--- src/rtl/core/eshsvf_pkg.sv ---
// Shared types, constants and helpers for the envelope sample-and-hold dual filter.
`timescale 1ns / 1ps

package eshsvf_pkg;

    // Serial multiplier: signed A operand, unsigned B operand, one B bit per cycle.
    localparam int MUL_A_W   = 18;
    localparam int MUL_B_W   = 14;
    localparam int MUL_P_W   = 32;
    localparam int MUL_CNT_W = $clog2(MUL_B_W + 1);

    localparam int CFG_IDX_W  = 3;
    localparam int CFG_DATA_W = 12;

    // Configuration register indexes.
    localparam logic [CFG_IDX_W-1:0] CFG_RANGE       = 3'd0;
    localparam logic [CFG_IDX_W-1:0] CFG_DEPTH       = 3'd1;
    localparam logic [CFG_IDX_W-1:0] CFG_RESONANCE   = 3'd2;
    localparam logic [CFG_IDX_W-1:0] CFG_SENSITIVITY = 3'd3;
    localparam logic [CFG_IDX_W-1:0] CFG_GAIN        = 3'd4;
    localparam logic [CFG_IDX_W-1:0] CFG_SLOW        = 3'd5;

    localparam logic [31:0] RNG_SEED = 32'h1357_9BDF;

    typedef struct packed {
        logic               start;
        logic [MUL_A_W-1:0] a;
        logic [MUL_B_W-1:0] b;
    } t_mul_req;

    typedef struct packed {
        logic               busy;
        logic               done;
        logic [MUL_P_W-1:0] prod;
    } t_mul_rsp;

    function automatic logic signed [19:0] clamp20(input logic signed [19:0] v,
                                                   input logic signed [19:0] lo,
                                                   input logic signed [19:0] hi);
        logic signed [19:0] r;
        r = v;
        if (v < lo) r = lo;
        if (v > hi) r = hi;
        return r;
    endfunction

    function automatic logic signed [19:0] sx12(input logic signed [11:0] v);
        return {{8{v[11]}}, v};
    endfunction

endpackage

--- src/rtl/core/eshsvf_in_if.sv ---
// Input channel: one sample word with its control levels.
`timescale 1ns / 1ps

interface eshsvf_in_if;
    logic              valid;
    logic              ready;
    logic signed [11:0] audio_in;
    logic signed [11:0] aux_in;
    logic signed [11:0] cv_a;
    logic signed [11:0] cv_b;
    logic              clock_in;
    logic              hold_gate;
    logic              hold_switch;

    modport source (output valid, audio_in, aux_in, cv_a, cv_b, clock_in, hold_gate,
                    hold_switch, input ready);
    modport sink   (input valid, audio_in, aux_in, cv_a, cv_b, clock_in, hold_gate,
                    hold_switch, output ready);
endinterface

--- src/rtl/core/eshsvf_out_if.sv ---
// Output channel: one result word per sample.
`timescale 1ns / 1ps

interface eshsvf_out_if;
    logic              valid;
    logic              ready;
    logic signed [11:0] out_left;
    logic signed [11:0] out_right;
    logic signed [11:0] held_cv;
    logic        [11:0] envelope_cv;
    logic              clock_out;
    logic              gate_out;

    modport source (output valid, out_left, out_right, held_cv, envelope_cv, clock_out,
                    gate_out, input ready);
    modport sink   (input valid, out_left, out_right, held_cv, envelope_cv, clock_out,
                    gate_out, output ready);
endinterface

--- src/rtl/core/envelope_sample_hold_dual_svf.sv ---
// Top level of the envelope-following dual state-variable filter with sample-and-hold.
`timescale 1ns / 1ps

// Each input word carries one audio sample with its aux sample, two CVs and three
// control levels; the block returns one word holding the two soft-clipped channels,
// the held random value, the envelope level, the clock echo and the divided gate.
// Every multiplication of the sample's work, from knob scaling to the two Chamberlin
// filters and the ping-pong pan, runs on a single bit-serial multiplier that consumes
// one multiplier bit per cycle. A word needs 21 multiplications when it follows the
// envelope and 23 under the hold gesture; that shared multiplier sets the rate. A new
// word is taken as soon as the previous one has been handed to the output register,
// which holds its result until the sink takes it. Knob registers are to be written
// through the plain write port only while the block is idle; the block itself does
// not enforce this. Indexes beyond the six knobs are ignored.

module envelope_sample_hold_dual_svf
    import eshsvf_pkg::*;
#(
    parameter int GATE_LENGTH     = 1600,
    parameter int QUALIFY_SAMPLES = 240
)(
    input  logic                  i_clk,
    input  logic                  i_rst_n,
    input  logic                  i_cfg_we,
    input  logic [CFG_IDX_W-1:0]  i_cfg_idx,
    input  logic [CFG_DATA_W-1:0] i_cfg_data,
    eshsvf_in_if.sink             i_in,
    eshsvf_out_if.source          o_out
);

    localparam int GW = $clog2(GATE_LENGTH + 1);
    localparam int QW = $clog2(QUALIFY_SAMPLES + 1);

    typedef enum logic [4:0] {
        S_IDLE, S_WAIT, S_BASE, S_DEPTH, S_DAMP, S_SENS, S_CURVE, S_PERIOD, S_GAIN,
        S_ENV, S_E_SPAN, S_E_RATIO0, S_E_CUT0, S_E_RATIO1, S_E_CUT1,
        S_H_RATIO, S_H_OCT, S_H_PD, S_H_CUT,
        S_F_START, S_F_NOTCH, S_F_BAND, S_F_LOW,
        S_W_LEFT, S_W_RIGHT, S_P_SWEEP, S_P_RIGHT, S_P_LEFT, S_OUT
    } t_state;

    // Knob registers.
    logic [11:0] r_range, r_depth_k, r_res, r_sens_k, r_gain_k, r_slow;

    // Sequencer and multiplier link.
    t_state   r_state, r_ret;
    t_mul_req r_mreq;
    t_mul_rsp w_mrsp;

    // Latched input word.
    logic signed [11:0] r_audio, r_aux, r_cva, r_cvb;
    logic               r_clk_lvl, r_edge, r_gesture;

    // Persistent state.
    logic        [11:0] r_env;
    logic signed [11:0] r_held;
    logic        [15:0] r_pcnt;
    logic        [31:0] r_rng;
    logic        [1:0]  r_div;
    logic [GW-1:0]      r_ghold;
    logic [QW-1:0]      r_qual;
    logic               r_seen_low, r_prior_clk;
    logic        [11:0] r_pan;
    logic               r_pan_right;
    logic signed [15:0] r_low  [2];
    logic signed [15:0] r_band [2];

    // Per-word working registers.
    logic        [11:0] r_base, r_dep, r_sns, r_gain, r_cut0, r_cut1, r_sweep;
    logic        [10:0] r_damp, r_fd;
    logic        [15:0] r_period;
    logic        [13:0] r_span, r_oct;
    logic               r_k;
    logic signed [15:0] r_wl, r_wr;

    // Output register.
    logic               r_ovalid;
    logic signed [11:0] r_o_left, r_o_right, r_o_held;
    logic        [11:0] r_o_env;
    logic               r_o_clk, r_o_gate;

    eshsvf_mul u_mul (
        .i_clk   (i_clk),
        .i_rst_n (i_rst_n),
        .i_req   (r_mreq),
        .o_rsp   (w_mrsp)
    );

    function automatic logic [31:0] xorshift(input logic [31:0] w);
        logic [31:0] t;
        t = w ^ (w << 13);
        t = t ^ (t >> 17);
        t = t ^ (t << 5);
        return t;
    endfunction

    function automatic logic signed [11:0] soft_clip(input logic signed [15:0] s);
        logic signed [19:0] v;
        v = 20'(s);
        if (v > 20'sd3072) v = 20'sd3072 + ((v - 20'sd3072) >>> 2);
        if (v < -20'sd3072) v = -20'sd3072 + ((v + 20'sd3072) >>> 2);
        return 12'(clamp20(v, -20'sd2048, 20'sd2047));
    endfunction

    // Product of the last multiplication, shifted down by twelve (floor).
    logic signed [19:0] w_hi;
    assign w_hi = $signed(w_mrsp.prod[31:12]);

    logic signed [19:0] w_absx, w_base_n, w_dep_n, w_damp_n, w_sens_n, w_period_n;
    logic signed [19:0] w_gain_n, w_driven, w_cut_n, w_baseh, w_hcut, w_hd;
    logic signed [19:0] w_notch, w_band_n, w_low_n;
    logic        [11:0] w_abs_a, w_env_n, w_uni, w_pan_n, w_cut_k;
    logic signed [11:0] w_held_n;
    logic        [16:0] w_pc_inc;
    logic               w_fire;
    logic        [31:0] w_rng_n;
    logic [QW-1:0]      w_qual_n;
    logic               w_seen_n, w_gate_active, w_accept;

    assign w_accept = i_in.valid && i_in.ready;

    // Control values from the knob products.
    always_comb begin
        w_absx     = (r_aux < 0) ? -sx12(r_aux) : sx12(r_aux);
        w_base_n   = clamp20(20'sd64 + w_hi + sx12(r_cva >>> 2) + sx12(r_aux >>> 3),
                             20'sd32, 20'sd3900);
        w_dep_n    = clamp20(20'sd256 + w_hi + sx12(r_cvb), 20'sd64, 20'sd4095);
        w_damp_n   = clamp20(20'sd1800 - w_hi - (w_absx >>> 4), 20'sd64, 20'sd1800);
        w_sens_n   = clamp20(20'sd256 + w_hi + sx12(r_cva >>> 2), 20'sd64, 20'sd3072);
        w_period_n = clamp20(20'sd960 + w_hi, 20'sd48, 20'sd48000);
        w_gain_n   = clamp20(20'sd1024 + w_hi, 20'sd512, 20'sd4095);
        w_abs_a    = 12'(w_absx);
        w_abs_a    = 12'((r_audio < 0) ? -sx12(r_audio) : sx12(r_audio));
        if (w_abs_a < 12'd4) w_abs_a = '0;
        w_driven   = clamp20($signed(w_mrsp.prod[29:10]), 20'sd0, 20'sd4095);
        w_cut_n    = clamp20(w_hi, 20'sd64, 20'sd3900);
        w_baseh    = clamp20(20'(r_base), 20'sd256, 20'sd3900);
        w_hcut     = clamp20(w_baseh + w_hi, 20'sd64, 20'sd3900);
        w_hd       = clamp20(20'(r_damp) + 20'sd192, 20'sd384, 20'sd1800);
    end

    // Envelope follower, sample-and-hold timer and gate qualification.
    always_comb begin
        if (w_driven > 20'(r_env)) begin
            w_env_n = r_env + 12'((w_driven - 20'(r_env)) >>> 3);
        end else if ((r_env >> 9) == '0 && r_env != '0) begin
            w_env_n = r_env - 12'd1;
        end else begin
            w_env_n = r_env - (r_env >> 9);
        end
        if (r_edge && w_env_n < 12'd512) w_env_n = 12'd512;

        w_pc_inc = {1'b0, r_pcnt} + 17'd1;
        w_fire   = r_edge || (w_pc_inc >= {1'b0, r_period});
        w_rng_n  = xorshift(r_rng);
        w_held_n = w_fire ? {~w_rng_n[31], w_rng_n[30:20]} : r_held;
        w_uni    = {~w_held_n[11], w_held_n[10:0]};

        w_qual_n      = r_qual;
        w_seen_n      = r_seen_low;
        w_gate_active = 1'b0;
        if (!i_in.hold_gate) begin
            w_seen_n = 1'b1;
            w_qual_n = '0;
        end else if (r_seen_low) begin
            if (r_qual < QW'(QUALIFY_SAMPLES)) w_qual_n = r_qual + 1'b1;
            w_gate_active = (w_qual_n >= QW'(QUALIFY_SAMPLES));
        end
    end

    // Filter arithmetic for the filter selected by r_k, and the pan glide.
    always_comb begin
        w_cut_k  = r_k ? r_cut1 : r_cut0;
        w_notch  = sx12(r_audio) - 20'(r_low[r_k]) - w_hi;
        w_band_n = clamp20(20'(r_band[r_k]) + w_hi, -20'sd32768, 20'sd32767);
        w_low_n  = clamp20(20'(r_low[r_k]) + w_hi, -20'sd32768, 20'sd32767);
        if (r_pan_right) begin
            w_pan_n = (r_pan > 12'd4047) ? 12'd4095 : r_pan + 12'd48;
        end else begin
            w_pan_n = (r_pan > 12'd48) ? r_pan - 12'd48 : 12'd0;
        end
    end

    always_ff @(posedge i_clk) begin
        if (!i_rst_n) begin
            r_state     <= S_IDLE;
            r_ret       <= S_IDLE;
            r_mreq      <= '0;
            r_range     <= 12'd2048;
            r_depth_k   <= 12'd2048;
            r_res       <= 12'd2048;
            r_sens_k    <= 12'd1536;
            r_gain_k    <= 12'd0;
            r_slow      <= 12'd2048;
            r_env       <= '0;
            r_held      <= '0;
            r_pcnt      <= '0;
            r_rng       <= RNG_SEED;
            r_div       <= '0;
            r_ghold     <= '0;
            r_qual      <= '0;
            r_seen_low  <= 1'b0;
            r_prior_clk <= 1'b0;
            r_pan       <= '0;
            r_pan_right <= 1'b0;
            r_low[0]    <= '0;
            r_low[1]    <= '0;
            r_band[0]   <= '0;
            r_band[1]   <= '0;
            r_ovalid    <= 1'b0;
        end else begin
            r_mreq.start <= 1'b0;
            if (o_out.ready) r_ovalid <= 1'b0;

            if (i_cfg_we) begin
                unique case (i_cfg_idx)
                    CFG_RANGE:       r_range   <= i_cfg_data;
                    CFG_DEPTH:       r_depth_k <= i_cfg_data;
                    CFG_RESONANCE:   r_res     <= i_cfg_data;
                    CFG_SENSITIVITY: r_sens_k  <= i_cfg_data;
                    CFG_GAIN:        r_gain_k  <= i_cfg_data;
                    CFG_SLOW:        r_slow    <= i_cfg_data;
                    default: ;
                endcase
            end

            unique case (r_state)
                S_IDLE: begin
                    if (w_accept) begin
                        r_audio     <= i_in.audio_in;
                        r_aux       <= i_in.aux_in;
                        r_cva       <= i_in.cv_a;
                        r_cvb       <= i_in.cv_b;
                        r_clk_lvl   <= i_in.clock_in;
                        r_edge      <= i_in.clock_in && !r_prior_clk;
                        r_prior_clk <= i_in.clock_in;
                        r_qual      <= w_qual_n;
                        r_seen_low  <= w_seen_n;
                        r_gesture   <= i_in.hold_switch || w_gate_active;
                        r_k         <= 1'b0;
                        r_mreq      <= '{1'b1, 18'sd3488, 14'(r_range)};
                        r_ret       <= S_BASE;
                        r_state     <= S_WAIT;
                    end
                end
                S_WAIT: begin
                    if (w_mrsp.done) r_state <= r_ret;
                end
                S_BASE: begin
                    r_base  <= 12'(w_base_n);
                    r_mreq  <= '{1'b1, 18'sd3200, 14'(r_depth_k)};
                    r_ret   <= S_DEPTH;
                    r_state <= S_WAIT;
                end
                S_DEPTH: begin
                    r_dep   <= 12'(w_dep_n);
                    r_mreq  <= '{1'b1, 18'sd1500, 14'(r_res)};
                    r_ret   <= S_DAMP;
                    r_state <= S_WAIT;
                end
                S_DAMP: begin
                    r_damp  <= 11'(w_damp_n);
                    r_mreq  <= '{1'b1, 18'sd2816, 14'(r_sens_k)};
                    r_ret   <= S_SENS;
                    r_state <= S_WAIT;
                end
                S_SENS: begin
                    r_sns   <= 12'(w_sens_n);
                    r_mreq  <= '{1'b1, 18'(12'd4095 - r_slow), 14'(12'd4095 - r_slow)};
                    r_ret   <= S_CURVE;
                    r_state <= S_WAIT;
                end
                S_CURVE: begin
                    r_mreq  <= '{1'b1, 18'sd23040, 14'(w_hi[11:0])};
                    r_ret   <= S_PERIOD;
                    r_state <= S_WAIT;
                end
                S_PERIOD: begin
                    r_period <= 16'(w_period_n);
                    r_mreq   <= '{1'b1, 18'sd3072, 14'(r_gain_k)};
                    r_ret    <= S_GAIN;
                    r_state  <= S_WAIT;
                end
                S_GAIN: begin
                    r_gain  <= 12'(w_gain_n);
                    r_mreq  <= '{1'b1, 18'(w_abs_a), 14'(r_sns)};
                    r_ret   <= S_ENV;
                    r_state <= S_WAIT;
                end
                S_ENV: begin
                    r_env <= w_env_n;
                    if (w_fire) begin
                        r_pcnt      <= '0;
                        r_rng       <= w_rng_n;
                        r_held      <= w_held_n;
                        r_pan_right <= !r_pan_right;
                        r_div       <= r_div + 2'd1;
                        if (r_div == 2'd3) r_ghold <= GW'(GATE_LENGTH);
                    end else begin
                        r_pcnt <= w_pc_inc[15:0];
                    end
                    if (r_gesture) begin
                        r_mreq <= '{1'b1, 18'(w_uni), 14'd6144};
                        r_ret  <= S_H_RATIO;
                    end else begin
                        r_mreq <= '{1'b1, 18'sd12288, 14'(r_dep)};
                        r_ret  <= S_E_SPAN;
                    end
                    r_state <= S_WAIT;
                end
                S_E_SPAN: begin
                    r_span  <= w_hi[13:0];
                    r_mreq  <= '{1'b1, 18'(r_env), w_hi[13:0]};
                    r_ret   <= S_E_RATIO0;
                    r_state <= S_WAIT;
                end
                S_E_RATIO0: begin
                    r_mreq  <= '{1'b1, 18'(r_base), 14'(20'sd4096 + w_hi)};
                    r_ret   <= S_E_CUT0;
                    r_state <= S_WAIT;
                end
                S_E_CUT0: begin
                    r_cut0  <= 12'(w_cut_n);
                    r_mreq  <= '{1'b1, 18'(12'd4095 - r_env), r_span};
                    r_ret   <= S_E_RATIO1;
                    r_state <= S_WAIT;
                end
                S_E_RATIO1: begin
                    r_mreq  <= '{1'b1, 18'(r_base), 14'(20'sd4096 + w_hi)};
                    r_ret   <= S_E_CUT1;
                    r_state <= S_WAIT;
                end
                S_E_CUT1: begin
                    r_cut1  <= 12'(w_cut_n);
                    r_fd    <= r_damp;
                    r_state <= S_F_START;
                end
                S_H_RATIO: begin
                    r_mreq  <= '{1'b1, 18'(w_baseh), 14'(20'sd1024 + w_hi)};
                    r_ret   <= S_H_OCT;
                    r_state <= S_WAIT;
                end
                S_H_OCT: begin
                    r_oct   <= w_hi[13:0];
                    r_mreq  <= '{1'b1, 18'sd3456, 14'(r_dep)};
                    r_ret   <= S_H_PD;
                    r_state <= S_WAIT;
                end
                S_H_PD: begin
                    r_mreq  <= '{1'b1, 18'(20'(r_oct) - w_baseh), 14'(20'sd640 + w_hi)};
                    r_ret   <= S_H_CUT;
                    r_state <= S_WAIT;
                end
                S_H_CUT: begin
                    r_cut0  <= 12'(w_hcut);
                    r_cut1  <= 12'(w_hcut);
                    r_fd    <= 11'(w_hd);
                    r_state <= S_F_START;
                end
                S_F_START: begin
                    r_mreq  <= '{1'b1, 18'(r_band[r_k]), 14'(r_fd)};
                    r_ret   <= S_F_NOTCH;
                    r_state <= S_WAIT;
                end
                S_F_NOTCH: begin
                    r_mreq  <= '{1'b1, 18'(w_notch), 14'(w_cut_k)};
                    r_ret   <= S_F_BAND;
                    r_state <= S_WAIT;
                end
                S_F_BAND: begin
                    r_band[r_k] <= 16'(w_band_n);
                    r_mreq      <= '{1'b1, 18'(w_band_n), 14'(w_cut_k)};
                    r_ret       <= S_F_LOW;
                    r_state     <= S_WAIT;
                end
                S_F_LOW: begin
                    r_low[r_k] <= 16'(w_low_n);
                    if (!r_k) begin
                        r_k     <= 1'b1;
                        r_state <= S_F_START;
                    end else begin
                        r_mreq  <= '{1'b1, 18'(r_low[0]), 14'(r_gain)};
                        r_ret   <= S_W_LEFT;
                        r_state <= S_WAIT;
                    end
                end
                S_W_LEFT: begin
                    r_wl    <= w_hi[15:0];
                    r_mreq  <= '{1'b1, 18'(r_low[1]), 14'(r_gain)};
                    r_ret   <= S_W_RIGHT;
                    r_state <= S_WAIT;
                end
                S_W_RIGHT: begin
                    r_wr <= w_hi[15:0];
                    if (r_gesture) begin
                        r_pan   <= w_pan_n;
                        r_mreq  <= '{1'b1, 18'sd3071, 14'(w_pan_n)};
                        r_ret   <= S_P_SWEEP;
                        r_state <= S_WAIT;
                    end else begin
                        r_state <= S_OUT;
                    end
                end
                S_P_SWEEP: begin
                    r_sweep <= w_hi[11:0];
                    r_mreq  <= '{1'b1, 18'(r_wl), 14'(12'd1024 + w_hi[11:0])};
                    r_ret   <= S_P_RIGHT;
                    r_state <= S_WAIT;
                end
                S_P_RIGHT: begin
                    r_wr    <= w_hi[15:0];
                    r_mreq  <= '{1'b1, 18'(r_wl), 14'(12'd4095 - r_sweep)};
                    r_ret   <= S_P_LEFT;
                    r_state <= S_WAIT;
                end
                S_P_LEFT: begin
                    r_wl    <= w_hi[15:0];
                    r_state <= S_OUT;
                end
                S_OUT: begin
                    // Hand over only once the output register is free.
                    if (!r_ovalid || o_out.ready) begin
                        r_o_left  <= soft_clip(r_wl);
                        r_o_right <= soft_clip(r_wr);
                        r_o_held  <= r_held;
                        r_o_env   <= r_env;
                        r_o_clk   <= r_clk_lvl;
                        r_o_gate  <= (r_ghold != '0);
                        r_ovalid  <= 1'b1;
                        if (r_ghold != '0) r_ghold <= r_ghold - 1'b1;
                        r_state   <= S_IDLE;
                    end
                end
                default: r_state <= S_IDLE;
            endcase
        end
    end

    assign i_in.ready        = (r_state == S_IDLE);
    assign o_out.valid       = r_ovalid;
    assign o_out.out_left    = r_o_left;
    assign o_out.out_right   = r_o_right;
    assign o_out.held_cv     = r_o_held;
    assign o_out.envelope_cv = r_o_env;
    assign o_out.clock_out   = r_o_clk;
    assign o_out.gate_out    = r_o_gate;

`ifndef SYNTH
    // A taken word keeps the input closed while its work is under way.
    a_busy_after_accept: assert property (@(posedge i_clk) disable iff (!i_rst_n)
        w_accept |=> !i_in.ready)
        else $error("input ready straight after a word was taken");

    // The sequencer never restarts the multiplier in the middle of a product.
    a_mul_idle_on_start: assert property (@(posedge i_clk) disable iff (!i_rst_n)
        r_mreq.start |-> !w_mrsp.busy)
        else $error("multiplier started while busy");

    a_qual_bound: assert property (@(posedge i_clk) disable iff (!i_rst_n)
        r_qual <= QW'(QUALIFY_SAMPLES))
        else $error("qualify counter beyond its limit");

    a_gate_bound: assert property (@(posedge i_clk) disable iff (!i_rst_n)
        r_ghold <= GW'(GATE_LENGTH))
        else $error("gate hold counter beyond its length");

    // The output word is only reloaded once the previous one has left.
    a_no_overwrite: assert property (@(posedge i_clk) disable iff (!i_rst_n)
        (r_state == S_OUT && r_ovalid && !o_out.ready) |=> (r_state == S_OUT))
        else $error("pending output word overwritten");
`endif

endmodule

--- src/rtl/core/eshsvf_mul.sv ---
// Bit-serial shift-and-add multiplier, one multiplier bit per cycle.
`timescale 1ns / 1ps

module eshsvf_mul
    import eshsvf_pkg::*;
(
    input  logic     i_clk,
    input  logic     i_rst_n,
    input  t_mul_req i_req,
    output t_mul_rsp o_rsp
);

    logic [MUL_P_W-1:0]   r_a;
    logic [MUL_B_W-1:0]   r_b;
    logic [MUL_P_W-1:0]   r_acc;
    logic [MUL_CNT_W-1:0] r_cnt;
    logic                 r_done;

    always_ff @(posedge i_clk) begin
        if (!i_rst_n) begin
            r_cnt  <= '0;
            r_done <= 1'b0;
        end else begin
            r_done <= 1'b0;
            if (i_req.start) begin
                r_a   <= {{(MUL_P_W - MUL_A_W){i_req.a[MUL_A_W-1]}}, i_req.a};
                r_b   <= i_req.b;
                r_acc <= '0;
                r_cnt <= MUL_CNT_W'(MUL_B_W);
            end else if (r_cnt != '0) begin
                if (r_b[0]) begin
                    r_acc <= r_acc + r_a;
                end
                r_a    <= r_a << 1;
                r_b    <= r_b >> 1;
                r_cnt  <= r_cnt - 1'b1;
                r_done <= (r_cnt == MUL_CNT_W'(1));
            end
        end
    end

    assign o_rsp.busy = (r_cnt != '0);
    assign o_rsp.done = r_done;
    assign o_rsp.prod = r_acc;

endmodule
--- src/flat_wrapper.sv ---
// flat-port wrapper written by rule: the top's interface ports become plain ports
module envelope_sample_hold_dual_svf_flat import eshsvf_pkg::*;
#(
    parameter int GATE_LENGTH     = 1600,
    parameter int QUALIFY_SAMPLES = 240
)
  (i_clk, i_rst_n, i_cfg_we, i_cfg_idx, i_cfg_data, i_in_valid, i_in_audio_in, i_in_aux_in, i_in_cv_a, i_in_cv_b, i_in_clock_in, i_in_hold_gate, i_in_hold_switch, i_in_ready, o_out_valid, o_out_out_left, o_out_out_right, o_out_held_cv, o_out_envelope_cv, o_out_clock_out, o_out_gate_out, o_out_ready);
  eshsvf_in_if i_in_i ();
  eshsvf_out_if o_out_i ();
  input  logic i_clk;
  input  logic i_rst_n;
  input  logic i_cfg_we;
  input  logic [CFG_IDX_W-1:0] i_cfg_idx;
  input  logic [CFG_DATA_W-1:0] i_cfg_data;
  input wire logic [$bits(i_in_i.valid)-1:0] i_in_valid;
  input wire logic [$bits(i_in_i.audio_in)-1:0] i_in_audio_in;
  input wire logic [$bits(i_in_i.aux_in)-1:0] i_in_aux_in;
  input wire logic [$bits(i_in_i.cv_a)-1:0] i_in_cv_a;
  input wire logic [$bits(i_in_i.cv_b)-1:0] i_in_cv_b;
  input wire logic [$bits(i_in_i.clock_in)-1:0] i_in_clock_in;
  input wire logic [$bits(i_in_i.hold_gate)-1:0] i_in_hold_gate;
  input wire logic [$bits(i_in_i.hold_switch)-1:0] i_in_hold_switch;
  output wire logic [$bits(i_in_i.ready)-1:0] i_in_ready;
  output wire logic [$bits(o_out_i.valid)-1:0] o_out_valid;
  output wire logic [$bits(o_out_i.out_left)-1:0] o_out_out_left;
  output wire logic [$bits(o_out_i.out_right)-1:0] o_out_out_right;
  output wire logic [$bits(o_out_i.held_cv)-1:0] o_out_held_cv;
  output wire logic [$bits(o_out_i.envelope_cv)-1:0] o_out_envelope_cv;
  output wire logic [$bits(o_out_i.clock_out)-1:0] o_out_clock_out;
  output wire logic [$bits(o_out_i.gate_out)-1:0] o_out_gate_out;
  input wire logic [$bits(o_out_i.ready)-1:0] o_out_ready;
  assign i_in_i.valid = i_in_valid;
  assign i_in_i.audio_in = i_in_audio_in;
  assign i_in_i.aux_in = i_in_aux_in;
  assign i_in_i.cv_a = i_in_cv_a;
  assign i_in_i.cv_b = i_in_cv_b;
  assign i_in_i.clock_in = i_in_clock_in;
  assign i_in_i.hold_gate = i_in_hold_gate;
  assign i_in_i.hold_switch = i_in_hold_switch;
  assign i_in_ready = i_in_i.ready;
  assign o_out_valid = o_out_i.valid;
  assign o_out_out_left = o_out_i.out_left;
  assign o_out_out_right = o_out_i.out_right;
  assign o_out_held_cv = o_out_i.held_cv;
  assign o_out_envelope_cv = o_out_i.envelope_cv;
  assign o_out_clock_out = o_out_i.clock_out;
  assign o_out_gate_out = o_out_i.gate_out;
  assign o_out_i.ready = o_out_ready;
  envelope_sample_hold_dual_svf #(.GATE_LENGTH(GATE_LENGTH), .QUALIFY_SAMPLES(QUALIFY_SAMPLES)) u_core (.i_clk(i_clk), .i_rst_n(i_rst_n), .i_cfg_we(i_cfg_we), .i_cfg_idx(i_cfg_idx), .i_cfg_data(i_cfg_data), .i_in(i_in_i), .o_out(o_out_i));
endmodule
--- config.mk ---
export PLATFORM = sky130hd
export DESIGN_NAME = envelope_sample_hold_dual_svf_flat
export DESIGN_NICKNAME = d
export VERILOG_FILES = /design/src/rtl/core/eshsvf_pkg.sv /design/src/rtl/core/eshsvf_in_if.sv /design/src/rtl/core/eshsvf_out_if.sv /design/src/rtl/core/envelope_sample_hold_dual_svf.sv /design/src/rtl/core/eshsvf_mul.sv /design/src/flat_wrapper.sv
export SDC_FILE = /design/constraint.sdc
export NUM_CORES = 2
export LEC_CHECK = 0
export BUFFER_PORTS_ARGS = -buffer_cell sky130_fd_sc_hd__buf_2
export CAP_MARGIN = 15
export CORE_ASPECT_RATIO = 1.75
export CORE_MARGIN = 4
export CORE_UTILIZATION = 45
export DETAILED_ROUTE_END_ITERATION = 8
export GPL_ROUTABILITY_DRIVEN = 1
export PLACE_DENSITY = 0.65
export SLEW_MARGIN = 40
export SYNTH_ARGS = -nofsm -noshare
export SYNTH_HDL_FRONTEND = slang
export SYNTH_HIERARCHICAL = 1
export SYNTH_SLANG_ARGS = --single-unit
--- constraint.sdc ---
create_clock -name i_clk -period 7.6 [get_ports i_clk]
set_clock_uncertainty 0.1 [all_clocks]
set_input_delay 0.38 -clock i_clk [delete_from_list [all_inputs] [get_ports i_clk]]
set_output_delay 0.38 -clock i_clk [all_outputs]
set_load 0.005 [all_outputs]
==> reports/summary.txt <==
CTS clk-pin slew, worst paths - 0.06 ns
Power per Cell Area - 289 mW/mm²
Nets - 5348
TritonCTS clock tree - built
Final Max Slew Viols - 0
Min cycle time layout - 7.23 ns
Placed instance count - 6086
Rows - 151
Main synth FF type - edfxtp_1
Die Width - 244 µm
Sw Pwr - 5900 µW
Flops & latches, synth - 654
Sw Ratio - 41.3%
Seq pwr share - 30.1%
Root buffer cell - clkbuf_16
Non-filler instance count after layout - 6275
Crit-path max FO - 13
Ys Warns - 6
Hold Vio Cnt, Final - 0
Arr. time, crit path - 7.72 ns
Routability congestion estimate - 1.08
Initial drt markers - 3780
Startpoint types - flip-flop
Core Util, Final - 51.0%
Initial DRT Pass Iterations - 8
Post-DP HPWL - 126000 µm
P_leak - 0.0191 µW
Worst-Margin Slew - 1.03 ns
CORE AREA - 0.0969 mm²
Syn Std Cell Area - 0.0440 mm²
IO Pins - 123
Clock buffer depth - 3
Die height - 422 µm
CP endpoint kind - flip-flop
Worst stage delay on the critical path - 0.53 ns
Total grt overflow - 0
GR Util All Layers - 31.2%
TritonCTS buffer count - 68
Logic pwr share - 46.3%
DRC viols - 0
Maximum clock rate - 138 MHz
Starting Density - 45.4%
Drt wl/cell - 26.5 µm
Vias/cell - 6.24
Setup TNS - 0 ns
Antenna violations before repair - 4
Vias in the first global route - 37793
Final critical-path share of the clock period - 95.1%
Clock network fraction of design power - 23.6%
Die ar. - 0.103 mm²
Status - complete, no violations
First-pass GRT wire length - 242000 µm
Seq/Total Area, Yosys - 39.4%
Clk_lat worst skew - 0.67 ns
CP max-delay cell - or4_4
Critical path's top delay family - simple AND/OR/NAND/NOR gates
EDFF count, synth - 424
Max VDD drop - 183 µV
Final WL - 166000 µm
Vias post-DR - 39185
Critical path class - reg2reg
WP data required - 8.10 ns
WP buf/inv - 5
Max Cap Viol - 0
HP Class - in2reg
Internal power - 8400 µW
H-Tree Level Count - 3
Pin count of the biggest net entering global routing - 90
Avg Synthesized Cell Area - 9.27 µm²
Yosys cell types - 113
Final setup fails - 0
Post-route ant nets - 0
Clk sinks - 654
Synth Instances - 4748
Area Growth Syn to Fin - 12.3%
Share of cells above drive strength 1 - 10.4%
Slew Limit Headroom - 30.7%
Async set-reset flop share out of synthesis - 0%
Port Buffers - 120
Final Hold Slack - 0.133 ns
RSZ-0062 raised after global routing - no
## through the flow
stage,setup WS [ns],total power (µW),cell area [µm²]
2_1_floorplan,0.760,8820,44000
3_3_place_gp,0.497,10700,46400
3_5_place_dp,0.411,10800,46600
4_1_cts,0.376,14200,49400
5_1_grt,0.0531,15000,49400
6_report,0.374,14300,49400
## cells by family (layout without fill, tap and decap cells)
kind of cell             count (synthesis)  after routing  share of synthesized area (%)
AND/OR/NAND/NOR                       1533           1533                           16.6
AO/OA/AOI/OAI                         1365           1365                           20.3
flip-flops                             654            654                           39.4
buffers and inverters                  397            613                           3.44
adder cells (fa/ha/maj)                360            360                           11.0
XOR/XNOR                               317            317                           6.31
multiplexers                           120            120                           2.94
other                                    2             13                         0.0171
## synthesized netlist by cell type (61+ instances only)
library cell | n | area share [%]
a21o_1 | 115 | 2.0
a21oi_1 | 433 | 4.9
clkbuf_1 | 166 | 1.4
dfxtp_1 | 230 | 10
edfxtp_1 | 424 | 29
ha_1 | 313 | 8.9
inv_1 | 188 | 1.6
mux2_2 | 61 | 1.6
nand2_1 | 478 | 4.1
nand3_1 | 140 | 1.6
nor2_1 | 393 | 3.4
nor3_1 | 113 | 1.3
o21ai_0 | 254 | 2.9
xnor2_1 | 197 | 3.9
xor2_1 | 120 | 2.4
## cell type report
cell class / count / area [µm²]
clock buffers: 94 / 1900
flip-flops and latches: 654 / 17300
repair buffers: 295 / 2100
diodes: 2 / 5.00
inverters: 193 / 729
well taps: 1300 / 1630
clock inverters: 31 / 275
fillers: 9003 / 47500
multi-input cells: 3706 / 25400
## metal layers
layer  global-route usage (%)  share of wire [%]
met1                     32.5                 34
met2                     53.9                 48
met3                     5.18                6.9
met4                     27.0                 11
met5                        0              0.030
## cell usage in the layout, fill, tap and decap left out, drive strengths merged, types with 56 or more instances in the layout
cell,n
clkbuf,94
dfxtp,230
inv,199
a21oi,438
nor3,117
xnor2,197
buf,233
nor2b,56
mux2,62
mux2i,58
o21ai,265
a21o,115
dlygate4sd3,62
nor2,394
xor2,120
nand2,478
a221oi,60
nand3,140
ha,313
edfxtp,424
## worst reg2reg max path: stages, from the launching register on
cell and delay, ns:
edfxtp_1 0.39, inv_1 0.27, ha_1 0.23, nand4_1 0.09, o32ai_1 0.41, buf_4 0.22, and2_1 0.27, buf_4 0.21
a21oi_1 0.08, ha_1 0.40, and3_1 0.22, a21oi_1 0.21, a21oi_1 0.15, nor3_4 0.38, o22ai_1 0.21, buf_4 0.22
o21ai_0 0.34, inv_1 0.08, ha_1 0.28, nand2b_1 0.11, a21oi_2 0.08, a2111oi_4 0.35, nor3_2 0.12, or4_4 0.53
and3_4 0.19, or4b_4 0.50, mux2i_4 0.30, o221a_1 0.24
## final timing paths
| kind | endpoint | cells past startpoint | slack, ns | start |
|---|---|---|---|---|
| setup / recovery | u_core/r_env[9]$_SDFFE_PN0P_ | 27 | 0.37 | u_core/u_mul/r_acc[22]$_SDFFCE_PP0P_ |
| hold / removal | u_core/r_range[10]$_SDFFE_PN0P_ | 4 | 0.13 | i_cfg_idx[1] |
| setup reg to reg | u_core/r_env[9]$_SDFFE_PN0P_ | 27 | 0.37 | u_core/u_mul/r_acc[22]$_SDFFCE_PP0P_ |
| hold reg to reg | u_core/o_out.clock_out$_DFFE_PP_ | 0 | 0.33 | u_core/r_clk_lvl$_DFFE_PP_ |
## sequential cells by signal, summed over array words and instances (netlist names), 14 cells and up, named ones only
name / cells
u_core/r_mreq: 33
u_core/r_band: 32
u_core/r_low: 32
u_core/r_rng: 32
u_core/u_mul/r_a: 32
u_core/u_mul/r_acc: 32
u_core/r_pcnt: 16
u_core/r_period: 16
u_core/r_wl: 16
u_core/r_wr: 16
u_core/r_oct: 14
u_core/r_span: 14
u_core/u_mul/r_b: 14
## power groups by stage
stage,Clock [µW],Combinational (µW),Sequential (µW)
floorplan,0,4450,4370
detailed placement,0,6410,4370
finish,3380,6620,4300
global placement,0,6330,4370
CTS,3440,6470,4300
global route,3580,7150,4310
## timing repair
item / 4_1_cts / 5_1_grt
buffers inserted: 0 / 0
gates resized for setup: 0 / 1
hold buffers: 62 / 0
endpoints found under the hold margin: 125 / 0
setup endpoints to repair: 0 / 10
(Power assumes the default switching activity.)
